==> config.mk <==
export PLATFORM = sky130hd
export DESIGN_NAME = key_matrix_debouncer
export DESIGN_NICKNAME = d
export VERILOG_FILES = /design/src/rtl/kmd_pkg.sv /design/src/rtl/key_matrix_debouncer.sv /design/src/rtl/kmd_core.sv
export SDC_FILE = /design/constraint.sdc
export NUM_CORES = 1
export LEC_CHECK = 0
export ABC_CLOCK_PERIOD_IN_PS = 27000
export BUFFER_PORTS_ARGS = -buffer_cell sky130_fd_sc_hd__buf_4
export CORE_ASPECT_RATIO = 1.2
export CORE_MARGIN = 4
export CORE_UTILIZATION = 35
export CTS_CLUSTER_SIZE = 12
export DETAILED_ROUTE_END_ITERATION = 8
export PLACE_DENSITY = 0.51
export SETUP_SLACK_MARGIN = 0.1
export SYNTH_ARGS = -nofsm -noshare
export SYNTH_HDL_FRONTEND = slang
export SYNTH_SLANG_ARGS = --single-unit
==> constraint.sdc <==
create_clock -name clk -period 27 [get_ports clk]
set_clock_uncertainty 0.1 [all_clocks]
set_input_delay 2.7 -clock clk [delete_from_list [all_inputs] [get_ports clk]]
set_output_delay 2.7 -clock clk [all_outputs]
set_load 0.1 [all_outputs]
==> src/rtl/kmd_pkg.sv <==
package kmd_pkg;

  localparam int ROW_IDX_W   = 3;
  localparam int COL_IDX_W   = 5;
  localparam int PIN_W       = 20;
  localparam int SCAN_W      = 8;
  localparam int ROWS_DEF    = 8;
  localparam int COLS_DEF    = 20;
  localparam int PADDR_W     = 3;
  localparam int PDATA_W     = 32;

  localparam logic [SCAN_W-1:0] SETTLE_RESET = 8'd5;

  localparam logic CMD_SAMPLE = 1'b0;
  localparam logic CMD_QUERY  = 1'b1;

  localparam logic REG_SETTLE_SCANS = 1'b0;

  typedef struct packed {
    logic                 cmd;
    logic [ROW_IDX_W-1:0] row_index;
    logic [COL_IDX_W-1:0] column_index;
    logic [PIN_W-1:0]     pin_levels;
    logic                 end_of_scan;
  } item_t;

  typedef struct packed {
    logic [PIN_W-1:0] stable_row;
    logic             key_on;
    logic             settling;
    logic             committed;
  } result_t;

endpackage

==> src/rtl/key_matrix_debouncer.sv <==
// channel | handshake                | word
// in      | in_valid / in_ready      | cmd, row_index, column_index, pin_levels, end_of_scan
// out     | out_valid / out_ready    | stable_row, key_on, settling, committed
// cfg     | psel, penable, pwrite    | paddr, pwdata, prdata (settle_scans at 0x0)
// One word per cycle while the output is not stalled; a word passes the input register, then the
// row compare, counter update and matrix copy into the result register.
// Reset clears pending and stable matrices and loads the settle count with 5.
// A stalled output holds its word; the input register then takes at most one more
// word and holds it until the result register drains.
module key_matrix_debouncer #(
  parameter int ROWS = kmd_pkg::ROWS_DEF,
  parameter int COLS = kmd_pkg::COLS_DEF
) (
  input  logic                            clk,
  input  logic                            rst_n,
  input  logic                            in_valid,
  output logic                            in_ready,
  input  logic                            in_cmd,
  input  logic [kmd_pkg::ROW_IDX_W-1:0]   in_row_index,
  input  logic [kmd_pkg::COL_IDX_W-1:0]   in_column_index,
  input  logic [kmd_pkg::PIN_W-1:0]       in_pin_levels,
  input  logic                            in_end_of_scan,
  output logic                            out_valid,
  input  logic                            out_ready,
  output logic [kmd_pkg::PIN_W-1:0]       out_stable_row,
  output logic                            out_key_on,
  output logic                            out_settling,
  output logic                            out_committed,
  input  logic                            psel,
  input  logic                            penable,
  input  logic                            pwrite,
  input  logic [kmd_pkg::PADDR_W-1:0]     paddr,
  input  logic [kmd_pkg::PDATA_W-1:0]     pwdata,
  output logic [kmd_pkg::PDATA_W-1:0]     prdata,
  output logic                            pready
);
  import kmd_pkg::*;

  logic              s1_valid_r, s1_valid_nxt;
  item_t             s1_item_r;
  logic              out_valid_r, out_valid_nxt;
  result_t           out_word_r;
  result_t           core_result;
  logic              step;
  logic [SCAN_W-1:0] settle_scans_r;
  logic              cfg_wr;

  assign pready = 1'b1;
  assign cfg_wr = psel && penable && pwrite && (paddr[2] == REG_SETTLE_SCANS);
  assign prdata = (paddr[2] == REG_SETTLE_SCANS) ?
                  PDATA_W'(settle_scans_r) : '0;

  assign step     = s1_valid_r && (!out_valid_r || out_ready);
  assign in_ready = !s1_valid_r || step;

  always_comb begin
    s1_valid_nxt  = (in_valid && in_ready) ? 1'b1 : (step ? 1'b0 : s1_valid_r);
    out_valid_nxt = step ? 1'b1 : (out_ready ? 1'b0 : out_valid_r);
  end

  kmd_core #(
    .ROWS(ROWS),
    .COLS(COLS)
  ) u_core (
    .clk         (clk),
    .rst_n       (rst_n),
    .step        (step),
    .item        (s1_item_r),
    .settle_scans(settle_scans_r),
    .result      (core_result)
  );

  always_ff @(posedge clk) begin
    if (!rst_n) begin
      s1_valid_r     <= 1'b0;
      out_valid_r    <= 1'b0;
      settle_scans_r <= SETTLE_RESET;
    end else begin
      s1_valid_r  <= s1_valid_nxt;
      out_valid_r <= out_valid_nxt;
      if (cfg_wr) begin
        settle_scans_r <= pwdata[SCAN_W-1:0];
      end
    end
  end

  always_ff @(posedge clk) begin
    if (in_valid && in_ready) begin
      s1_item_r.cmd          <= in_cmd;
      s1_item_r.row_index    <= in_row_index;
      s1_item_r.column_index <= in_column_index;
      s1_item_r.pin_levels   <= in_pin_levels;
      s1_item_r.end_of_scan  <= in_end_of_scan;
    end
    if (step) begin
      out_word_r <= core_result;
    end
  end

  assign out_valid      = out_valid_r;
  assign out_stable_row = out_word_r.stable_row;
  assign out_key_on     = out_word_r.key_on;
  assign out_settling   = out_word_r.settling;
  assign out_committed  = out_word_r.committed;

  a_commit_ends_settle: assert property (@(posedge clk) disable iff (!rst_n)
    out_valid_r && out_word_r.committed |-> !out_word_r.settling)
    else $error("commit reported while still settling");

  a_key_in_row: assert property (@(posedge clk) disable iff (!rst_n)
    out_valid_r && out_word_r.key_on |-> out_word_r.stable_row != '0)
    else $error("key on in an empty stable row");

  a_stage_holds: assert property (@(posedge clk) disable iff (!rst_n)
    s1_valid_r && !step |=> s1_valid_r && $stable(s1_item_r))
    else $error("input register lost a stalled word");

endmodule

==> src/rtl/kmd_core.sv <==
module kmd_core #(
  parameter int ROWS = kmd_pkg::ROWS_DEF,
  parameter int COLS = kmd_pkg::COLS_DEF
) (
  input  logic                         clk,
  input  logic                         rst_n,
  input  logic                         step,
  input  kmd_pkg::item_t               item,
  input  logic [kmd_pkg::SCAN_W-1:0]   settle_scans,
  output kmd_pkg::result_t             result
);
  import kmd_pkg::*;

  localparam int RW = (ROWS > 1) ? $clog2(ROWS) : 1;
  localparam logic [PIN_W-1:0] ColMask =
    (COLS >= PIN_W) ? {PIN_W{1'b1}} : PIN_W'((64'd1 << COLS) - 64'd1);

  logic [PIN_W-1:0]  pending_r [ROWS];
  logic [PIN_W-1:0]  stable_r  [ROWS];
  logic [PIN_W-1:0]  pending_nxt [ROWS];
  logic [PIN_W-1:0]  stable_nxt  [ROWS];
  logic [SCAN_W-1:0] count_r, count_nxt, count_ld;

  logic [31:0]       row_ext;
  logic [RW-1:0]     row_sel;
  logic              row_ok, col_ok, is_sample, differ, dec, commit;
  logic [PIN_W-1:0]  pressed, srow;

  always_comb begin
    row_ext   = 32'(item.row_index);
    row_sel   = row_ext[RW-1:0];
    row_ok    = row_ext < 32'(ROWS);
    col_ok    = (32'(item.column_index) < 32'(COLS)) &&
                (32'(item.column_index) < 32'(PIN_W));
    is_sample = item.cmd == CMD_SAMPLE;
    pressed   = ~item.pin_levels & ColMask;
    differ    = is_sample && row_ok && (pending_r[row_sel] != pressed);
    count_ld  = differ ? settle_scans : count_r;
    dec       = is_sample && item.end_of_scan && (count_ld != '0);
    count_nxt = dec ? count_ld - SCAN_W'(1) : count_ld;
    commit    = dec && (count_nxt == '0);
    for (int r = 0; r < ROWS; r++) begin
      pending_nxt[r] = (differ && row_sel == RW'(r)) ? pressed : pending_r[r];
      stable_nxt[r]  = commit ? pending_nxt[r] : stable_r[r];
    end
    if (!row_ok) begin
      srow = '0;
    end else if (commit) begin
      srow = pressed;
    end else begin
      srow = stable_r[row_sel];
    end
    result.stable_row = srow;
    result.key_on     = col_ok && srow[item.column_index];
    result.settling   = count_nxt != '0;
    result.committed  = commit;
  end

  always_ff @(posedge clk) begin
    if (!rst_n) begin
      count_r <= SETTLE_RESET;
      for (int r = 0; r < ROWS; r++) begin
        pending_r[r] <= '0;
        stable_r[r]  <= '0;
      end
    end else if (step) begin
      count_r <= count_nxt;
      for (int r = 0; r < ROWS; r++) begin
        pending_r[r] <= pending_nxt[r];
        stable_r[r]  <= stable_nxt[r];
      end
    end
  end

endmodule

# [After elaboration in Yosys (flattened, before gate mapping)]
# Memories as Yosys holds them, arrays and structs flattened. A register that Yosys moved wholly into a read port is not among the register bits.
# Index checks and enable logic that the tools add are counted.
# W data, S select, Z words.
[totals] reg_bits=71 latchBits=0 ramBits=320 mem_bits_ro=0 in_bits=72 out_inout_bits=58 elab_cells=123 memories=2
[memory_table] memory="u_core.pending_r" words=8 width=20 read_ports=9 rd_clocked_by_memory_dff=1 wr=8 line="kmd_core.sv:18" text="logic [PIN_W-1:0] pending_r [ROWS];"
[memory_table] memory="u_core.stable_r" words=8 width=20 read_ports=1 rd_clocked_by_memory_dff=1 wr=8 line="kmd_core.sv:19" text="logic [PIN_W-1:0] stable_r [ROWS];"
[op_classes] add_sub_neg=1 n_mul=0 n_div=0 magnitude_cmp=2 eq_ne=9 shifts=0 mux=48 n_bitwise=19 n_reduce_logical=29
[op_table] cell="$mux W20" n=33
[op_table] cell="$mux W8" n=3
[op_table] cell="$ne A20 B20 Y1" n=1
[op_table] cell="$not A20 Y20" n=1
[op_table] cell="$logic_and A1 B1 Y1" n=18
[op_table] cell="$or A1 B1 Y1" n=16
[op_table] cell="$reduce_bool A8 Y1" n=2
[op_table] cell="$eq A3 B3 Y1 const B" n=4
[op_table] cell="$mux W1" n=9
[op_table] cell="$logic_not A8 Y1" n=1
[op_table] cell="$sub A8 B1 Y8 const B" n=1
[op_table] cell="$eq A3 B2 Y1 const B" n=2
[op_table] cell="$lt A5 B6 Y1 const B" n=1
[op_table] cell="$mux W3" n=2
[op_table] cell="$bmux W1 S5" n=1
[op_table] cell="$lt A5 B5 Y1 const B" n=1
[op_table] cell="$reduce_bool A2 Y1" n=2
[op_table] cell="$eq A3 B1 Y1 const B" n=1
[op_table] cell="$logic_not A3 Y1" n=1
[op_table] cell="$logic_not A1 Y1" n=2
[op_table] cell="$logic_or A1 B1 Y1" n=2
[op_table] cell="$not A1 Y1" n=2
[op_table] cell="$reduce_and A2 Y1" n=1
[op_table] cell="$ne A1 B1 Y1 const B" n=1

# [Longest topological paths before layout]
# Gate-level depths: netlist (run 1).
[logic_depth] depth_word=13 ltp_mapped=26 depth_no_buf=20

# [Cells and area by module]
# A second synthesis (run 1) with hierarchy kept.
[hier_totals] hier_cells=1615 area_unflattened_um2=19571.3
[by_module_without_submodules] module="kmd_core" n_inst=1 cells_per_inst=1482 area_per_inst_um2=17289.1 seq_area_each_um2=9769.4
[by_module_without_submodules] module="key_matrix_debouncer" n_inst=1 cells_per_inst=133 area_per_inst_um2=2282.2 seq_area_each_um2=1791.7

# [Least setup slack after synthesis (run 1)]
# Ideal clock, no wire load.
[synth_timing] path_kind="reg2reg" start="register (tool-made name)" end="memory u_core.stable_r[0][0] (enable)" setup_time_ns=0.901 t_arrival_ns=16.031 required_ns=25.999 slack_ns=9.969 path_stages_with_launch=23 path_buffers=5 synth_period_minus_slack_ns=17.031 path_cell_list="dfxtp_1 -> buf_6 -> mux4_2 -> mux2i_1 -> xor2_1 -> or4_1 -> nor4_4 -> a31oi_4 -> mux2i_2 -> ha_1 -> nor3b_1 -> nor2b_1 -> nor3_1 -> a21oi_1 -> mux2i_1 -> nor4_1 -> o22ai_1 -> nand4b_2 -> buf_6 -> buf_6 -> buf_2 -> buf_2 -> o21ai_0"
[synth_lines] element="end, declared" line="kmd_core.sv:19"

==> out/metrics.cfg, run 1 <==
[status]
status = finished clean

[floorplan]
num_rows = 94
die_area_um2 = 59030
die_h_um = 265.4
initial_utilization_pct = 35.32
die_w_um = 222.5
core-area_um2 = 54690
ioPinCount = 130

[sta]
hold_viol = 0
worst_pin_slew_ns = 1.150
drv_slew = 0
setup-tns-final_ns = 0
relSlewSlack_pct = 23.04
rsz0062_at_grt = no
setup_viol = 0
fin_crit_ns = 8.909
post-route-period-util_pct = 32.99
fmax_mhz = 112.3

[worst_setup_path]
critPathCapture = out_key_on
cp_num_buf_inv = 3
path_delay_family = simple AND/OR/NAND/NOR gates
crit_arrival_ns = 9.10
cp_max_fo = 65
worstSetupPathType = reg -> reg
reg2reg_to = out_key_on
end_kind = flip-flop
cp_common_cell = buf_4
required_ns = 27.20
path_depth = 23
startpoint_type = flip-flop
path_cells = buf_4, buf_4, and2b_1, a22oi_1, and3_1, or4_4, nor4_4, a31oi_4, mux2i_2, ha_1, nor3b_1, nor2b_1, a21oi_1, and3_1, and2_1, o21ai_0, nand3_1, nand4b_4, buf_4, mux2i_1, mux4_2, nor2_1, o211ai_2
reg2regPathDepth = 23
r2r_slack_ns = 18.09
crit_path_top_delay_cell = buf_4
slowest_delay_ns = 0.71

[placed_design]
placed_cell_area_um2 = 20300
dp.cells = 2262
hpwl_um = 29700
place.gp.congestion = 0.8096
portBuffers = 78

[power_and_ir_drop]
leakage_nw = 7.722
powerDensity_nw_per_um2 = 67.84
ir_drop_mv = 0.03853

[detailed_routing]
ant_nets = 0
drt-pass1-iter-count = 5
vias_per_cell = 5.305
drc = 0
vias = 12390
wl_um = 50260
drt_iter0_drc = 957
wl_per_cell_um = 21.52

[yosys]
yosys.area.top_type = edfxtp_1
syn_area_per_cell_um2 = 12.26
syn-cell-area_um2 = 19320
synthesis.instances = 1576
synth_commonest_cells = edfxtp_1, nor2_1, a21oi_1, nor3_1, clkbuf_1
synth-seq-area-share_pct = 60.16
synth-seq-cells = 394
synth_most_common_cell = edfxtp_1
ys.flop_type = edfxtp_1
async_flop_share_pct = 0
synth_enable_flop_cells = 373
synth_top_cells_by_area = edfxtp_1, mux4_2, nor2_1, mux2i_1, a21oi_1
netlist.area_leader.share_pct = 57.98
ys_warn_count = 0
synth_cell_types = 68

[global_route]
grtUsageMet1_pct = 22.04
gr-total-overflow = 0
grt_usage_pct = 16.67
grt_start_max_net_pins = 161
gr-max-usage-layer = met2
use_met3_pct = 2.472
antenna_found_initial = 1
grt_pass1_wl_um = 76620
met2_usage_pct = 29.10
grt_pass1_vias = 12290

[clock_network]
post_cts_buffers = 0
h-tree-depth = 2
path_clk_slew_ns = 0.06
clkSinkCount = 394
clock-root-buffer = clkbuf_16
tritoncts = done
clk_latency_ns = 0.55
cts_hold_buf = 0
cts-resized-gates = 0
cts.path.max_buffers = 3
cts_made_buffers = 41

[flow_run]
maxCapViolCount = 0

[final_layout]
instances_no_fill = 2336
antenna_cells = 0
final_cell_area_um2 = 21540
layout.nets = 1658
utilization_pct = 39.38
drive_above_1_share_pct = 15.59
area_growth_pct = 11.49

[min_path]
min_path_type = reg -> reg
min_path_cells = 2

==> routing by layer <==
metal  vias up  wire length, µm  part of all wire, %
li1       5784                -                    -
met1      6234            21290                   42
met2       311            25260                   50
met3        63             2664                  5.3
met4         0             1056                  2.1
met5         -                0                    0
==> tightest hold or removal path, stage by stage, from the launching register on <==
cell	delay, ns
dfxtp_1	0.33
nand2_1	0.06
a21boi_0	0.06
==> final cells by class <==
class,instances,area (µm²)
fill,5250,33150
sequential,394,11630
timing repair buffer,101,770.7
inverter,7,26.28
clock inverter,8,36.28
multi-input combinational,1040,6970
tap,720,900.9
clock buffer,66,1202
==> through the flow <==
stage	setup slack [ns]	hold slack, ns	total power, W
after floorplan	9.969	0.3647	0.0008915
after CTS	17.97	0.4077	0.001479
after global routing	17.36	0.4430	0.001521
after global placement	17.98	0.3929	0.0009374
after detailed placement	17.98	0.4000	0.0009395
final	18.09	0.4050	0.001461
==> worst min-delay path by stage <==
stage	start	slack, ns	endpoint
after floorplan	settle_scans_r[1]	0.36	settle_scans_r[1]
after global placement	u_core.count_r[1]	0.39	u_core.count_r[1]
after detailed placement	u_core.count_r[1]	0.40	u_core.count_r[1]
after CTS	u_core.count_r[1]	0.41	u_core.count_r[1]
after global routing	u_core.count_r[4]	0.44	u_core.count_r[4]
final	u_core.count_r[1]	0.41	u_core.count_r[1]
==> power breakdown <==
part / total [W] / switching (W) / internal (W)
Sequential: 0.000731 / 0.0000227 / 0.000709
Combinational: 0.000193 / 0.000130 / 0.0000632
Clock: 0.000537 / 0.000233 / 0.000304
Total: 0.00146 / 0.000385 / 0.00108
==> sequential cells by signal (all words and copies together), names as in the netlist, named ones only <==
register          cells
out_stable_row       20
u_core.pending_r    160
u_core.count_r        8
s1_item_r            30
s1_valid_r            1
u_core.stable_r     160
out_committed         1
settle_scans_r        8
out_key_on            1
out_settling          1
out_valid             1
==> logic make-up (layout without fill, tap and decap cells) <==
kind of cell / count (synthesis) / after routing / share of synthesized area [%]
AOI/OAI and AO/OA: 231 / 231 / 6.918
other: 2 / 25 / 0.03888
buffers and inverters: 165 / 182 / 4.450
adders and majority gates: 1 / 1 / 0.06476
xor gates and xnor gates: 19 / 19 / 0.8615
DFF: 394 / 394 / 60.16
muxes: 166 / 166 / 13.06
and+or+nand+nor: 598 / 598 / 14.45
==> cell usage in the layout, fill, tap and decap left out, types with 5 or more instances in the layout <==
cell type,netlist,layout
a21oi_1,132,132
xnor2_1,8,8
nand3_1,9,7
conb_1,2,25
edfxtp_1,373,373
mux4_2,66,66
clkinv_1,0,6
clkbuf_1,95,19
a22oi_1,8,8
a22o_1,6,6
nand2_1,91,88
and2_1,45,45
and3_1,7,7
nand4b_1,5,5
mux2i_1,88,88
mux2_2,9,9
dfxtp_1,21,18
xor2_1,11,11
buf_4,27,100
inv_1,7,6
nor2b_1,15,15
nor2_1,259,259
clkbuf_16,0,43
o21ai_0,50,49
nor3_1,129,129
a21boi_0,8,8
Power figures use the tool's default switching activity.
==> run 2: changes to the inputs <==
--- a/config.mk
+++ b/config.mk
@@ -5,7 +5,7 @@
 export SDC_FILE = /design/constraint.sdc
 export NUM_CORES = 1
 export LEC_CHECK = 0
-export ABC_CLOCK_PERIOD_IN_PS = 27000
+export ABC_CLOCK_PERIOD_IN_PS = 9300
 export BUFFER_PORTS_ARGS = -buffer_cell sky130_fd_sc_hd__buf_4
 export CORE_ASPECT_RATIO = 1.2
 export CORE_MARGIN = 4
==> constraint.sdc (replaced) <==
create_clock -name clk -period 9.3 [get_ports clk]
set_clock_uncertainty 0.1 [all_clocks]
set_input_delay 0.93 -clock clk [delete_from_list [all_inputs] [get_ports clk]]
set_output_delay 0.93 -clock clk [all_outputs]
set_load 0.1 [all_outputs]
==> run 2 against run 1 <==
Against the previous run:
- clock power increased to 3.0 times the previous value
- hold slack got worse by 0.0015 ns
- critical path depth decreased by 2
- final cell count increased by 0.56%
- register-to-register slack got worse by 17 ns
- count of clock-buffer cells in the layout unchanged
- highest routed layer unchanged
==> out/metrics.cfg, run 2 (same netlist as run 1, synthesis figures left out) <==
[final_layout]
area_growth_pct = 12.49
final_cell_area_um2 = 21730  ; +0.89%
drive_above_1_share_pct = 16.21  ; +0.61 points
reg_top3 = u_core.pending_r x160, u_core.stable_r x160, s1_item_r x30
mostFrequentLayoutCells = edfxtp_1, nor2_1, a21oi_1
antenna_cells = 0  ; unchanged
layout.nets = 1670  ; +0.72%
final_common_cell = edfxtp_1

[clock_network]
tritoncts = done
cts-resized-gates = 0  ; unchanged
cts_made_buffers = 42  ; +2.4%
h-tree-depth = 2  ; unchanged
post_cts_buffers = 0  ; unchanged
cts_hold_buf = 0  ; unchanged
clk_latency_ns = 0.55  ; about the same
clkSinkCount = 394  ; unchanged
cts.path.max_buffers = 3  ; unchanged
clock-root-buffer = clkbuf_16
path_clk_slew_ns = 0.06  ; about the same

[global_route]
grtUsageMet1_pct = 22.86  ; +0.82 points
gr-total-overflow = 0  ; unchanged
met2_usage_pct = 28.88  ; -0.22 points
grt_usage_pct = 16.90  ; +0.22 points
gr-max-usage-layer = met2
grt_pass1_wl_um = 77650  ; +1.4%
grt_pass1_vias = 12460  ; +1.4%
grt_start_max_net_pins = 97  ; -40%
antenna_found_initial = 1  ; unchanged
use_met3_pct = 2.196  ; -0.28 points

[floorplan]
die_area_um2 = 59030  ; unchanged
core-area_um2 = 54690  ; unchanged
num_rows = 94  ; unchanged
ioPinCount = 130  ; unchanged
die_h_um = 265.4  ; unchanged
initial_utilization_pct = 35.32  ; unchanged
die_w_um = 222.5  ; unchanged

[sta]
setup_ws_ns = 1.575  ; -16.52 ns
fin_hold_ws_ns = 0.4035  ; -0.001549 ns
relSlewSlack_pct = 29.79  ; +6.8 points
drv_slew = 0  ; unchanged
fmax_mhz = 129.5  ; +15%
setup_viol = 0  ; unchanged
post-route-period-util_pct = 83.06  ; +50 points
fin_crit_ns = 7.725  ; -1.184 ns
worst_pin_slew_ns = 1.053  ; -0.09722 ns
setup-tns-final_ns = 0  ; unchanged
hold_viol = 0  ; unchanged
rsz0062_at_grt = no

[worst_setup_path]
path_depth = 21  ; -8.7%
required_ns = 9.59  ; -17.61 ns
cp_num_buf_inv = 1  ; -2
reg2regPathDepth = 21  ; -8.7%
reg2reg_to = out_key_on
r2r_slack_ns = 1.58  ; -16.52 ns
cp_max_fo = 57  ; -12%
crit_arrival_ns = 8.02  ; -1.08 ns
startpoint_type = flip-flop
slowest_delay_ns = 0.87  ; +0.16 ns
crit_path_top_delay_cell = nor2b_1
end_kind = flip-flop
critPathCapture = out_key_on
worstSetupPathType = reg -> reg
path_cells = nor2b_1, a22oi_1, and3_1, or4_4, nor4_4, a31oi_4, mux2i_2, ha_1, nor3b_1, nor2b_1, a21oi_1, and3_1, and2_1, o21ai_0, nand3_1, nand4b_4, buf_4, mux4_2, a211oi_1, nand4_1, o211ai_2
path_delay_family = simple AND/OR/NAND/NOR gates

[detailed_routing]
wl_um = 50870  ; +1.2%
vias_per_cell = 5.265  ; -0.75%
drt-pass1-iter-count = 7  ; +2
drc = 0  ; unchanged
drt_iter0_drc = 905  ; -5.4%
vias = 12370  ; -0.20%
ant_nets = 0  ; unchanged
wl_per_cell_um = 21.65  ; +0.64%

[power_and_ir_drop]
ir_drop_mv = 0.1579  ; +310%
leakage_nw = 7.821  ; +1.3%
powerDensity_nw_per_um2 = 198.0  ; +190%

[placed_design]
placed_cell_area_um2 = 20440  ; +0.72%
portBuffers = 78  ; unchanged
hpwl_um = 30600  ; +3.0%
place.gp.congestion = 0.8117  ; +0.26%
place_ws_ns = 1.493  ; -16.49 ns

[min_path]
min_path_type = reg -> reg

[status]
status = finished clean

[flow_run]
maxCapViolCount = 0  ; unchanged

==> run 2: cell types whose count changed in the layout (fill, tap and decap cells not counted), moves of 2 or more <==
cell / before / now
buf_12: 1 / 6
buf_4: 100 / 106
clkbuf_16: 43 / 45
clkbuf_8: 4 / 1
==> run 2: final cells by class <==
type	instances	area, µm²
fillers	5178	32960
flip-flops and latches	394	11630
multi-input cells	1040	6970
clock buffers	66	1215
repair buffers	112	915.9
well taps	720	900.9
clock inverters	10	71.32
inverters	7	26.28
==> run 2: how the worst min path moves through the flow <==
stage	start	end	slack [ns]	cells past startpoint
global route	u_core.count_r[1]	u_core.count_r[1]	0.42	2
detailed placement	u_core.count_r[1]	u_core.count_r[1]	0.40	2
global placement	u_core.count_r[1]	u_core.count_r[1]	0.39	2
CTS	u_core.count_r[1]	u_core.count_r[1]	0.40	2
floorplan	settle_scans_r[1]	settle_scans_r[1]	0.36	2
finish	u_core.count_r[1]	u_core.count_r[1]	0.40	2
==> run 2: worst register-to-register path, cell delays in order (launching register included) <==
cell      delay [ns]
dfxtp_4         0.55
nor2b_1         0.90
a22oi_1         0.19
and3_1          0.24
or4_4           0.54
nor4_4          0.46
a31oi_4         0.29
mux2i_2         0.40
ha_1            0.31
nor3b_1         0.40
nor2b_1         0.27
a21oi_1         0.12
and3_1          0.21
and2_1          0.16
o21ai_0         0.14
nand3_1         0.20
nand4b_4        0.35
buf_4           0.67
mux4_2          0.48
a211oi_1        0.32
nand4_1         0.16
o211ai_2        0.10
==> run 2: power by group <==
| group | switching, W | internal [W] |
|---|---|---|
| logic | 0.000378 | 0.000190 |
| registers | 0.0000709 | 0.00206 |
| clock network | 0.000684 | 0.000923 |
| total | 0.00113 | 0.00317 |
==> run 2: through the flow <==
| stage | utilization [%] | total power [W] | std cells |
|---|---|---|---|
| CTS | 39.73 | 0.004352 | 2349 |
| detailed placement | 37.38 | 0.002739 | 2273 |
| global route | 39.73 | 0.004471 | 2349 |
| floorplan | - | 0.002576 | 1599 |
| global placement | 37.38 | 0.002730 | 2273 |
| finish | 39.73 | 0.004303 | 2349 |
==> run 2: layer usage <==
layer / part of all wire, % / vias up / wire, µm
met2: 49 / 305 / 24750
met4: 2.4 / 0 / 1246
li1: - / 5818 / -
met5: 0 / - / 0
met3: 4.5 / 67 / 2265
met1: 44 / 6177 / 22600
